`src/rtl/wspl_pkg.sv`:
```
package wspl_pkg;

	// default elaboration values
	localparam int HISTORY_DEPTH_DEF = 8;
	localparam int COUNTER_BITS_DEF  = 16;

	// configuration port
	localparam int CFG_IDX_W  = 3;
	localparam int CFG_DATA_W = 24;

	// fixed field widths
	localparam int GAIN_W   = 16;
	localparam int ILIM_W   = 24;
	localparam int MOD_W    = 17;
	localparam int SPEED_W  = 16;
	localparam int DRIVE_W  = 17;
	localparam int ERR_W    = 18;
	localparam int DERR_W   = 19;
	localparam int ACC_W    = 25;
	localparam int MUL_A_W  = GAIN_W + 1;
	localparam int MUL_B_W  = ACC_W + 1;
	localparam int MUL_P_W  = MUL_A_W + MUL_B_W;
	localparam int PSUM_W   = MUL_P_W + 1;

	typedef enum logic [CFG_IDX_W-1:0] {
		REG_KP_GAIN         = 3'd0,
		REG_KI_GAIN         = 3'd1,
		REG_KD_GAIN         = 3'd2,
		REG_DRIVE_LIMIT     = 3'd3,
		REG_INTEGRAL_LIMIT  = 3'd4,
		REG_ENCODER_MODULUS = 3'd5,
		REG_SPEED_SCALE     = 3'd6
	} wspl_reg_t;

	// register reset values
	localparam logic [GAIN_W-1:0] KP_RESET    = 16'd2048;
	localparam logic [GAIN_W-1:0] KI_RESET    = 16'd64;
	localparam logic [GAIN_W-1:0] KD_RESET    = 16'd9600;
	localparam logic [GAIN_W-1:0] DLIM_RESET  = 16'd0;
	localparam logic [ILIM_W-1:0] ILIM_RESET  = 24'd0;
	localparam logic [MOD_W-1:0]  MOD_RESET   = 17'd65536;
	localparam logic [GAIN_W-1:0] SCALE_RESET = 16'd256;

endpackage

```
`src/rtl/wspl_sample_if.sv`:
```
interface wspl_sample_if import wspl_pkg::*; ();
	logic                      valid;
	logic                      ready;
	logic        [15:0]        encoder_count;
	logic signed [SPEED_W-1:0] speed_setpoint;

	modport source (output valid, output encoder_count, output speed_setpoint, input ready);
	modport sink (input valid, input encoder_count, input speed_setpoint, output ready);
endinterface

```
`src/rtl/wspl_result_if.sv`:
```
interface wspl_result_if import wspl_pkg::*; ();
	logic                      valid;
	logic                      ready;
	logic                      direction_forward;
	logic        [15:0]        duty;
	logic signed [DRIVE_W-1:0] drive_value;
	logic signed [SPEED_W-1:0] measured_speed;

	modport source (output valid, output direction_forward, output duty, output drive_value,
		output measured_speed, input ready);
	modport sink (input valid, input direction_forward, input duty, input drive_value,
		input measured_speed, output ready);
endinterface

```
`src/rtl/wheel_speed_pid_loop.sv`:
```
// a result is loaded into the output register in S_OUT, once the output register is free, after the
//   sequencer has walked S_SCALE, S_HIST, S_ABS, S_RECIP, S_MEAS, S_ERR and S_M0 to S_M3; one sample is
//   in flight at a time, through the history ring read/write, the reciprocal multiply and the shared gain multiplier
// a result waiting in the output register does not block the next sample
// reset (arst_n low, asynchronous): registers to defaults, state cleared, history
//   valid bits cleared at once so the ring reads as zero; no clearing pass
module wheel_speed_pid_loop import wspl_pkg::*; #(
	parameter int HISTORY_DEPTH = HISTORY_DEPTH_DEF,
	parameter int COUNTER_BITS  = COUNTER_BITS_DEF
) (
	input  logic                  clk,
	input  logic                  arst_n,
	input  logic                  cfg_we,
	input  logic [CFG_IDX_W-1:0]  cfg_index,
	input  logic [CFG_DATA_W-1:0] cfg_data,
	wspl_sample_if.sink           sample,
	wspl_result_if.source         result
);

	// derived sizes
	localparam int CB    = COUNTER_BITS;
	localparam int LD    = $clog2(HISTORY_DEPTH);
	localparam int PTR_W = (LD < 1) ? 1 : LD;
	localparam int SW    = SPEED_W + LD;          // history sum width
	localparam int MW    = (CB + 1 > MOD_W) ? CB + 1 : MOD_W;
	localparam int DW    = CB + 2;                // raw difference width
	localparam int PW    = CB + 1 + GAIN_W + 1;   // scaled count product width
	localparam int RK    = SW + LD;               // reciprocal shift
	localparam int QW    = 2 * SW + 1;            // reciprocal product width
	// exact floor division by the history depth for operands below 2^SW
	localparam logic [SW:0] RECIP = (SW + 1)'(((64'd1 << RK) + HISTORY_DEPTH - 1) / HISTORY_DEPTH);
	localparam logic signed [PW-1:0] RAW_MAX = PW'(32767);
	localparam logic signed [PW-1:0] RAW_MIN = PW'(-32768);

	typedef enum logic [3:0] {
		S_IDLE, S_SCALE, S_HIST, S_ABS, S_RECIP, S_MEAS, S_ERR,
		S_M0, S_M1, S_M2, S_M3, S_OUT
	} state_t;

	state_t state_q;

	// configuration registers
	logic [GAIN_W-1:0] kp_q, ki_q, kd_q, dlim_q, scale_q;
	logic [ILIM_W-1:0] ilim_q;
	logic [MOD_W-1:0]  mod_q;

	// loop state
	logic        [CB-1:0]      last_count_q;
	logic signed [SW-1:0]      hsum_q;
	logic signed [ACC_W-1:0]   acc_q;
	logic signed [ERR_W-1:0]   prev_err_q;
	logic        [PTR_W-1:0]   ptr_q;
	logic [HISTORY_DEPTH-1:0]  hist_vld_q;
	logic                      out_vld_q;

	// working registers of the sequencer
	logic signed [CB:0]         delta_q;
	logic signed [SPEED_W-1:0]  target_q;
	logic signed [PW-1:0]       scaled_q;
	logic signed [SPEED_W-1:0]  rd_data_q;
	logic                       rd_vld_q;
	logic        [SW-1:0]       x_q;
	logic                       neg_q;
	logic        [QW-1:0]       qprod_q;
	logic signed [SPEED_W-1:0]  measured_q;
	logic signed [ERR_W-1:0]    err_q;
	logic signed [DERR_W-1:0]   derr_q;
	logic                       zero_q;
	logic signed [MUL_P_W-1:0]  mul_q;
	logic signed [PSUM_W-1:0]   psum_q;

	// output payload
	logic                       dir_q;
	logic        [15:0]         duty_q;
	logic signed [DRIVE_W-1:0]  drive_q;
	logic signed [SPEED_W-1:0]  meas_out_q;

	// history ring memory, one read or one write per cycle
	logic signed [SPEED_W-1:0] hist_mem [HISTORY_DEPTH];

	logic sample_beat;
	logic out_free;
	logic out_load;

	assign sample.ready = (state_q == S_IDLE);
	assign sample_beat  = sample.valid && sample.ready;
	assign out_free     = !out_vld_q || result.ready;
	assign out_load     = (state_q == S_OUT) && out_free;

	assign result.valid             = out_vld_q;
	assign result.direction_forward = dir_q;
	assign result.duty              = duty_q;
	assign result.drive_value       = drive_q;
	assign result.measured_speed    = meas_out_q;

	// ---- count difference with a single wrap correction ----
	logic [CB+15:0]      cnt_wide;
	logic [CB-1:0]       cnt_in;
	logic [MW-1:0]       mod_ext, full_ext, m_sel;
	logic [CB:0]         m_eff, half;
	logic signed [DW-1:0] d0, d1, half_s, m_s;

	always_comb begin
		cnt_wide = {{CB{1'b0}}, sample.encoder_count};
		cnt_in   = cnt_wide[CB-1:0];
		mod_ext  = MW'(mod_q);
		full_ext = MW'(1) << CB;
		// out-of-range modulus falls back to the full counter span
		m_sel    = (mod_ext < MW'(2) || mod_ext > full_ext) ? full_ext : mod_ext;
		m_eff    = m_sel[CB:0];
		half     = m_eff >> 1;
		half_s   = $signed({1'b0, half});
		m_s      = $signed({1'b0, m_eff});
		d0       = $signed({2'b00, cnt_in}) - $signed({2'b00, last_count_q});
		if (d0 > half_s) begin
			d1 = d0 - m_s;
		end else if (d0 < -half_s) begin
			d1 = d0 + m_s;
		end else begin
			d1 = d0;
		end
	end

	// ---- raw speed saturation and history sum update ----
	logic signed [PW-1:0]      raw_sh;
	logic signed [SPEED_W-1:0] raw;
	logic signed [SPEED_W-1:0] hist_old;
	logic signed [SW:0]        hsum_w;
	logic signed [SW:0]        xw;

	always_comb begin
		raw_sh = scaled_q >>> 8;
		if (raw_sh > RAW_MAX) begin
			raw = SPEED_W'(RAW_MAX);
		end else if (raw_sh < RAW_MIN) begin
			raw = SPEED_W'(RAW_MIN);
		end else begin
			raw = raw_sh[SPEED_W-1:0];
		end
		hist_old = rd_vld_q ? rd_data_q : '0;
		hsum_w   = (SW + 1)'(hsum_q) - (SW + 1)'(hist_old) + (SW + 1)'(raw);
		// floor of a negative sum: negate, round up, divide, negate back
		xw       = -(SW + 1)'(hsum_q) + (SW + 1)'(HISTORY_DEPTH - 1);
	end

	// ---- mean and error terms ----
	logic        [16:0]         q17;
	logic        [16:0]         mq;
	logic signed [ERR_W-1:0]    err_n;

	always_comb begin
		q17   = qprod_q[RK+16:RK];
		mq    = neg_q ? -q17 : q17;
		err_n = ERR_W'(target_q) - ERR_W'(measured_q);
	end

	// ---- accumulator clamp ----
	logic signed [MUL_B_W-1:0] acc_w, acc_lim, acc_n;

	always_comb begin
		acc_w   = (zero_q ? '0 : MUL_B_W'(acc_q)) + MUL_B_W'(err_q);
		acc_lim = $signed({2'b00, ilim_q});
		if (acc_w > acc_lim) begin
			acc_n = acc_lim;
		end else if (acc_w < -acc_lim) begin
			acc_n = -acc_lim;
		end else begin
			acc_n = acc_w;
		end
	end

	// ---- shared gain multiplier, one term per cycle ----
	logic signed [MUL_A_W-1:0] mul_a;
	logic signed [MUL_B_W-1:0] mul_b;

	always_comb begin
		case (state_q)
			S_M0: begin
				mul_a = $signed({1'b0, kp_q});
				mul_b = MUL_B_W'(err_q);
			end
			S_M1: begin
				mul_a = $signed({1'b0, ki_q});
				mul_b = MUL_B_W'(acc_q);
			end
			S_M2: begin
				mul_a = $signed({1'b0, kd_q});
				mul_b = MUL_B_W'(derr_q);
			end
			default: begin
				mul_a = '0;
				mul_b = '0;
			end
		endcase
	end

	// ---- drive clamp ----
	logic signed [PSUM_W-1:0]  dsh, dlim_s, dcl;
	logic signed [DRIVE_W-1:0] drive_n;
	logic signed [DRIVE_W-1:0] drive_abs;

	always_comb begin
		dsh    = psum_q >>> 8;
		dlim_s = $signed({{(PSUM_W - GAIN_W){1'b0}}, dlim_q});
		if (dsh > dlim_s) begin
			dcl = dlim_s;
		end else if (dsh < -dlim_s) begin
			dcl = -dlim_s;
		end else begin
			dcl = dsh;
		end
		drive_n   = dcl[DRIVE_W-1:0];
		drive_abs = (drive_n < 0) ? -drive_n : drive_n;
	end

	// ---- control, configuration and loop state ----
	always_ff @(posedge clk or negedge arst_n) begin
		if (!arst_n) begin
			state_q      <= S_IDLE;
			kp_q         <= KP_RESET;
			ki_q         <= KI_RESET;
			kd_q         <= KD_RESET;
			dlim_q       <= DLIM_RESET;
			ilim_q       <= ILIM_RESET;
			mod_q        <= MOD_RESET;
			scale_q      <= SCALE_RESET;
			last_count_q <= '0;
			hsum_q       <= '0;
			acc_q        <= '0;
			prev_err_q   <= '0;
			ptr_q        <= '0;
			hist_vld_q   <= '0;
			out_vld_q    <= 1'b0;
		end else begin
			if (cfg_we) begin
				case (cfg_index)
					REG_KP_GAIN:         kp_q    <= cfg_data[GAIN_W-1:0];
					REG_KI_GAIN:         ki_q    <= cfg_data[GAIN_W-1:0];
					REG_KD_GAIN:         kd_q    <= cfg_data[GAIN_W-1:0];
					REG_DRIVE_LIMIT:     dlim_q  <= cfg_data[GAIN_W-1:0];
					REG_INTEGRAL_LIMIT:  ilim_q  <= cfg_data[ILIM_W-1:0];
					REG_ENCODER_MODULUS: mod_q   <= cfg_data[MOD_W-1:0];
					REG_SPEED_SCALE:     scale_q <= cfg_data[GAIN_W-1:0];
					default: ;
				endcase
			end

			// a new result wins over the beat leaving in the same cycle
			if (out_load) begin
				out_vld_q <= 1'b1;
			end else if (result.ready) begin
				out_vld_q <= 1'b0;
			end

			case (state_q)
				S_IDLE: begin
					if (sample_beat) begin
						last_count_q <= cnt_in;
						state_q      <= S_SCALE;
					end
				end
				S_SCALE: state_q <= S_HIST;
				S_HIST: begin
					// oldest entry leaves, new raw speed takes its slot
					hsum_q            <= hsum_w[SW-1:0];
					hist_vld_q[ptr_q] <= 1'b1;
					ptr_q             <= (ptr_q == PTR_W'(HISTORY_DEPTH - 1)) ? '0 : ptr_q + 1'b1;
					state_q           <= S_ABS;
				end
				S_ABS:   state_q <= S_RECIP;
				S_RECIP: state_q <= S_MEAS;
				S_MEAS:  state_q <= S_ERR;
				S_ERR:   state_q <= S_M0;
				S_M0: begin
					acc_q      <= acc_n[ACC_W-1:0];
					prev_err_q <= err_q;
					state_q    <= S_M1;
				end
				S_M1: state_q <= S_M2;
				S_M2: state_q <= S_M3;
				S_M3: state_q <= S_OUT;
				S_OUT: begin
					if (out_free) begin
						state_q <= S_IDLE;
					end
				end
				default: state_q <= S_IDLE;
			endcase
		end
	end

	// ---- datapath registers ----
	always_ff @(posedge clk) begin
		if (sample_beat) begin
			target_q <= sample.speed_setpoint;
			delta_q  <= d1[CB:0];
			rd_vld_q <= hist_vld_q[ptr_q];
		end
		if (state_q == S_SCALE) begin
			scaled_q <= delta_q * $signed({1'b0, scale_q});
		end
		if (state_q == S_ABS) begin
			neg_q <= hsum_q[SW-1];
			x_q   <= hsum_q[SW-1] ? xw[SW-1:0] : hsum_q[SW-1:0];
		end
		if (state_q == S_RECIP) begin
			qprod_q <= QW'(x_q) * QW'(RECIP);
		end
		if (state_q == S_MEAS) begin
			measured_q <= mq[SPEED_W-1:0];
		end
		if (state_q == S_ERR) begin
			err_q  <= err_n;
			derr_q <= DERR_W'(err_n) - DERR_W'(prev_err_q);
			zero_q <= (measured_q == '0) && (target_q == '0);
		end
		mul_q <= mul_a * mul_b;
		case (state_q)
			S_M1:    psum_q <= PSUM_W'(mul_q);
			S_M2:    psum_q <= psum_q + PSUM_W'(mul_q);
			S_M3:    psum_q <= psum_q + PSUM_W'(mul_q);
			default: ;
		endcase
		if (out_load) begin
			dir_q      <= (drive_n > 0);
			duty_q     <= drive_abs[15:0];
			drive_q    <= drive_n;
			meas_out_q <= measured_q;
		end
	end

	// ---- history memory ----
	always_ff @(posedge clk) begin
		if (state_q == S_HIST) begin
			hist_mem[ptr_q] <= raw;
		end
		if (sample_beat) begin
			rd_data_q <= hist_mem[ptr_q];
		end
	end

`ifndef ASSERT_OFF
	a_ptr_range: assert property (@(posedge clk) disable iff (!arst_n)
		ptr_q <= PTR_W'(HISTORY_DEPTH - 1))
		else $error("history pointer beyond ring depth");

	a_acc_clamped: assert property (@(posedge clk) disable iff (!arst_n)
		($past(state_q) == S_M0 && !$past(cfg_we)) |->
		(MUL_B_W'(acc_q) <= $signed({2'b00, ilim_q}) &&
		MUL_B_W'(acc_q) >= -$signed({2'b00, ilim_q})))
		else $error("accumulated error outside its clamp");

	a_one_in_flight: assert property (@(posedge clk) disable iff (!arst_n)
		sample_beat |=> !sample.ready)
		else $error("second sample taken while one is in flight");

	a_duty_matches: assert property (@(posedge clk) disable iff (!arst_n)
		result.valid |-> (DRIVE_W'(result.duty) ==
		((result.drive_value < 0) ? -result.drive_value : result.drive_value) &&
		result.direction_forward == (result.drive_value > 0)))
		else $error("duty or direction inconsistent with drive value");

	a_no_overwrite: assert property (@(posedge clk) disable iff (!arst_n)
		(out_vld_q && !result.ready) |-> !out_load)
		else $error("result register loaded while a beat is pending");
`endif

endmodule

```
`src/flat_wrapper.sv`:
```
// flat-port wrapper written by rule: the top's interface ports become plain ports
module wheel_speed_pid_loop_flat import wspl_pkg::*;
#(
	parameter int HISTORY_DEPTH = HISTORY_DEPTH_DEF,
	parameter int COUNTER_BITS  = COUNTER_BITS_DEF
)
  (clk, arst_n, cfg_we, cfg_index, cfg_data, sample_valid, sample_encoder_count, sample_speed_setpoint, sample_ready, result_valid, result_direction_forward, result_duty, result_drive_value, result_measured_speed, result_ready);
  wspl_sample_if sample_i ();
  wspl_result_if result_i ();
  input  logic clk;
  input  logic arst_n;
  input  logic cfg_we;
  input  logic [CFG_IDX_W-1:0] cfg_index;
  input  logic [CFG_DATA_W-1:0] cfg_data;
  input wire logic [$bits(sample_i.valid)-1:0] sample_valid;
  input wire logic [$bits(sample_i.encoder_count)-1:0] sample_encoder_count;
  input wire logic [$bits(sample_i.speed_setpoint)-1:0] sample_speed_setpoint;
  output wire logic [$bits(sample_i.ready)-1:0] sample_ready;
  output wire logic [$bits(result_i.valid)-1:0] result_valid;
  output wire logic [$bits(result_i.direction_forward)-1:0] result_direction_forward;
  output wire logic [$bits(result_i.duty)-1:0] result_duty;
  output wire logic [$bits(result_i.drive_value)-1:0] result_drive_value;
  output wire logic [$bits(result_i.measured_speed)-1:0] result_measured_speed;
  input wire logic [$bits(result_i.ready)-1:0] result_ready;
  assign sample_i.valid = sample_valid;
  assign sample_i.encoder_count = sample_encoder_count;
  assign sample_i.speed_setpoint = sample_speed_setpoint;
  assign sample_ready = sample_i.ready;
  assign result_valid = result_i.valid;
  assign result_direction_forward = result_i.direction_forward;
  assign result_duty = result_i.duty;
  assign result_drive_value = result_i.drive_value;
  assign result_measured_speed = result_i.measured_speed;
  assign result_i.ready = result_ready;
  wheel_speed_pid_loop #(.HISTORY_DEPTH(HISTORY_DEPTH), .COUNTER_BITS(COUNTER_BITS)) u_core (.clk(clk), .arst_n(arst_n), .cfg_we(cfg_we), .cfg_index(cfg_index), .cfg_data(cfg_data), .sample(sample_i), .result(result_i));
endmodule
```
`config.mk`:
```
export PLATFORM = sky130hd
export DESIGN_NAME = wheel_speed_pid_loop_flat
export DESIGN_NICKNAME = d
export VERILOG_FILES = /design/src/rtl/wspl_pkg.sv /design/src/rtl/wspl_sample_if.sv /design/src/rtl/wspl_result_if.sv /design/src/rtl/wheel_speed_pid_loop.sv /design/src/flat_wrapper.sv
export SDC_FILE = /design/constraint.sdc
export NUM_CORES = 2
export LEC_CHECK = 0
export BUFFER_PORTS_ARGS = -buffer_cell sky130_fd_sc_hd__buf_4
export CORE_MARGIN = 2
export CORE_UTILIZATION = 59
export CTS_CLUSTER_SIZE = 30
export DETAILED_ROUTE_END_ITERATION = 8
export HOLD_SLACK_MARGIN = 0.02
export PLACE_DENSITY = 0.74
export SKIP_CTS_REPAIR_TIMING = 1
export SYNTH_ARGS = -nofsm -noshare
export SYNTH_HDL_FRONTEND = slang
export SYNTH_SLANG_ARGS = --single-unit
```
`constraint.sdc`:
```
create_clock -name clk -period 9.2 [get_ports clk]
set_input_delay 1.84 -clock clk [delete_from_list [all_inputs] [get_ports clk]]
set_output_delay 1.84 -clock clk [all_outputs]
set_load 0.01 [all_outputs]
```
==> summary.txt <==
Final Critical Period = 8.729 ns
Sum Neg Setup Slack = 0 ns
Worst path slowest cell = dfrtp_1
total number of vias = 45,410
delay-heaviest family, CP = adder cells
Fmax = 0.1146 GHz
worst reg-to-reg path cell count = 28
Residual DRC = 0
chip width = 327.2 µm
largest area contributor in the netlist = fa_1
most area-consuming cells after synthesis = fa_1, edfxtp_1, ha_1, dfrtp_1, inv_1
H-tree levels = 3
initial antenna violation count = 9
clock sink count = 639
syn avg cell area = 9.808 µm²
Final Hold Viols = 0
most frequent cells in the layout = inv_1, nand2_1, fa_1, ha_1, edfxtp_1
vias in the first global route = 46,650
CP bufs+invs = 6
WP data required = 9.71 ns
GRT overflow = 0
Crit. Startpoint = u_core.state_q[3]$_DFFE_PN0P_
Slew Limit Fails = 0
worst r2r dst = u_core.mul_q[41]$_DFF_P_
Crit Path Max Fanout = 28
Worst Setup EP = u_core.mul_q[41]$_DFF_P_
post-route ant nets = 0
async set-reset flop share out of synthesis = 33.49%
Post-Synthesis Cells = 6,285
NumNets Final = 7,587
drt pass-1 iters = 6
Netlist cell types = 93
Final Skew = 0.06153 ns
period utilisation layout = 94.88%
GRT Overall Usage = 29.94%
Root Driver = clkbuf_16
Non-Filler Instances = 7,765
max-cap viol count = 0
CP startpoint kind = flip-flop
slowest stage delay, CP = 0.58 ns
clock-pin slew on the worst setup and hold paths = 0.06 ns
CTS tree = done
Mapped Area = 61,640 µm²
I/O pin count = 116
Max Root-Sink Buffers = 3
Post-synth EDFFs = 382
total CTS buffers = 75
placer congestion estimate = 0.9781
core area = 103,600 µm²
Hold Path Class = flip-flop to flip-flop
Critical Path Stages = 28
RSZ-0062 raised after global routing = false
Seq/Total Area, Yosys = 28.71%
row count = 118
# port buffers = 115
Crit Path Class = flip-flop to flip-flop
max_slew headroom = 21.95%
total die area = 107,100 µm²
Worst R2R Setup Slack = 0.47 ns
total wire length = 156,800 µm
DR iter-0 viols = 3,977
layout cells sized above 1 = 7.917%
WL/cell = 20.19 µm
most frequent cell on the critical path = fa_1
placed insts = 7,621
dpl hpwl = 120,800 µm
Synth Register Bits = 639
final setup fails = 0
first-pass GRT wire length = 252,400 µm
worst-skew pair later-pin latency = 0.68 ns
leading cell type in the layout, fill and taps excluded = inv_1
WP data arrival = 9.24 ns
worst-margin pin slew = 1.168 ns
area grow syn2layout = 7.833%
critical path endpoint category = flip-flop
Starting Density = 59.47%
dominant synthesized flop cell = edfxtp_1
r2r startpoint = u_core.state_q[3]$_DFFE_PN0P_
outcome = completed
largest net degree at the start of global routing = 94
Ys Warns = 0
top-area cell type share of the netlist area = 22.64%
Die Span Y = 327.2 µm
via/cell ratio = 5.847
==> synthesized netlist by cell type (31+ instances only) <==
cell type and instances:
o21ai_0 250, nand4_1 47, nor2_1 370, nand2_1 728
ha_1 508, edfxtp_1 382, nor3_1 84, nand3_1 52
fa_1 697, a21oi_1 231, a21o_1 126, inv_1 1018
dfxtp_1 43, o21a_1 55, nor4_1 31, xnor2_1 186
clkbuf_1 211, xor2_1 76, dfrtp_1 206, nor2b_1 65
nand2b_1 51, a22oi_1 102, o21bai_1 32, and2_1 166
mux2_2 103
==> how the worst min path moves through the flow <==
| stage | to | from | cells past startpoint | slack [ns] |
|---|---|---|---|---|
| 5_1_grt | u_core.qprod_q[28]$_DFFE_PP_ | u_core.x_q[9]$_DFFE_PP_ | 0 | 0.43 |
| 3_3_place_gp | u_core.qprod_q[23]$_DFFE_PP_ | u_core.x_q[4]$_DFFE_PP_ | 0 | 0.40 |
| 4_1_cts | u_core.qprod_q[36]$_DFFE_PP_ | u_core.x_q[17]$_DFFE_PP_ | 0 | 0.42 |
| 2_1_floorplan | u_core.qprod_q[22]$_DFFE_PP_ | u_core.x_q[3]$_DFFE_PP_ | 0 | 0.40 |
| 3_5_place_dp | u_core.qprod_q[28]$_DFFE_PP_ | u_core.x_q[9]$_DFFE_PP_ | 0 | 0.41 |
| 6_report | u_core.qprod_q[36]$_DFFE_PP_ | u_core.x_q[17]$_DFFE_PP_ | 0 | 0.42 |
==> layer usage <==
layer  vias up  wire [µm]  GRT usage [%]  part of all wire (%)
li1      20880          -              -                     -
met1     22430      64230          40.33                    41
met2      1701      73710          48.31                    47
met3       383      11640          5.044                   7.4
met4         6       7142          12.53                   4.6
met5         -         43              0                 0.027
==> sequential cells by signal (all words and copies together), names as in the netlist, 17 cells and up <==
signal and count:
u_core.acc_q 25, u_core.delta_q 17, u_core.derr_q 18, u_core.err_q 17
u_core.hist_mem 128, u_core.hsum_q 19, u_core.ilim_q 24, u_core.mod_ext 17
u_core.mul_q 43, u_core.prev_err_q 17, u_core.psum_q 44, u_core.result.drive_value 17
u_core.scaled_q 26
==> cells by family (layout without fill, tap and decap cells) <==
kind of cell	after synthesis	count (layout)	synth area share, %
xor+xnor	262	262	3.723
fa+ha+maj	1205	1205	32.95
compound gates	1055	1055	11.31
mux	133	133	2.369
other cells	1	8	0.006084
buf+inv	1242	1335	7.608
flops	639	639	28.71
simple gates	1748	1748	13.32
==> through the flow <==
stage	setup slack [ns]	cell area, µm²	hold WS (ns)	utilization [%]
final	0.4707	66470	0.4179	64.13
after global routing	0.01775	66460	0.4271	64.12
after CTS	0.4108	66440	0.4210	64.10
after detailed placement	0.4609	64000	0.4066	61.75
after global placement	0.6343	64000	0.4040	61.75
after floorplan	1.250	61650	0.4003	-
==> cell type report <==
type                            count  area [µm²]
Antenna cell                        6       15.01
Clock buffer                      100        2021
Clock inverter                     38       412.9
Fill cell                        8377       37170
Inverter                         1018        3822
Multi-Input combinational cell   4405       39420
Sequential cell                   639       17700
Tap cell                         1380        1727
Timing Repair Buffer              179        1351
Power is left out: the tool's default activity adds up to more than one toggle a clock period on the data nets, which glitch-free logic cannot reach.
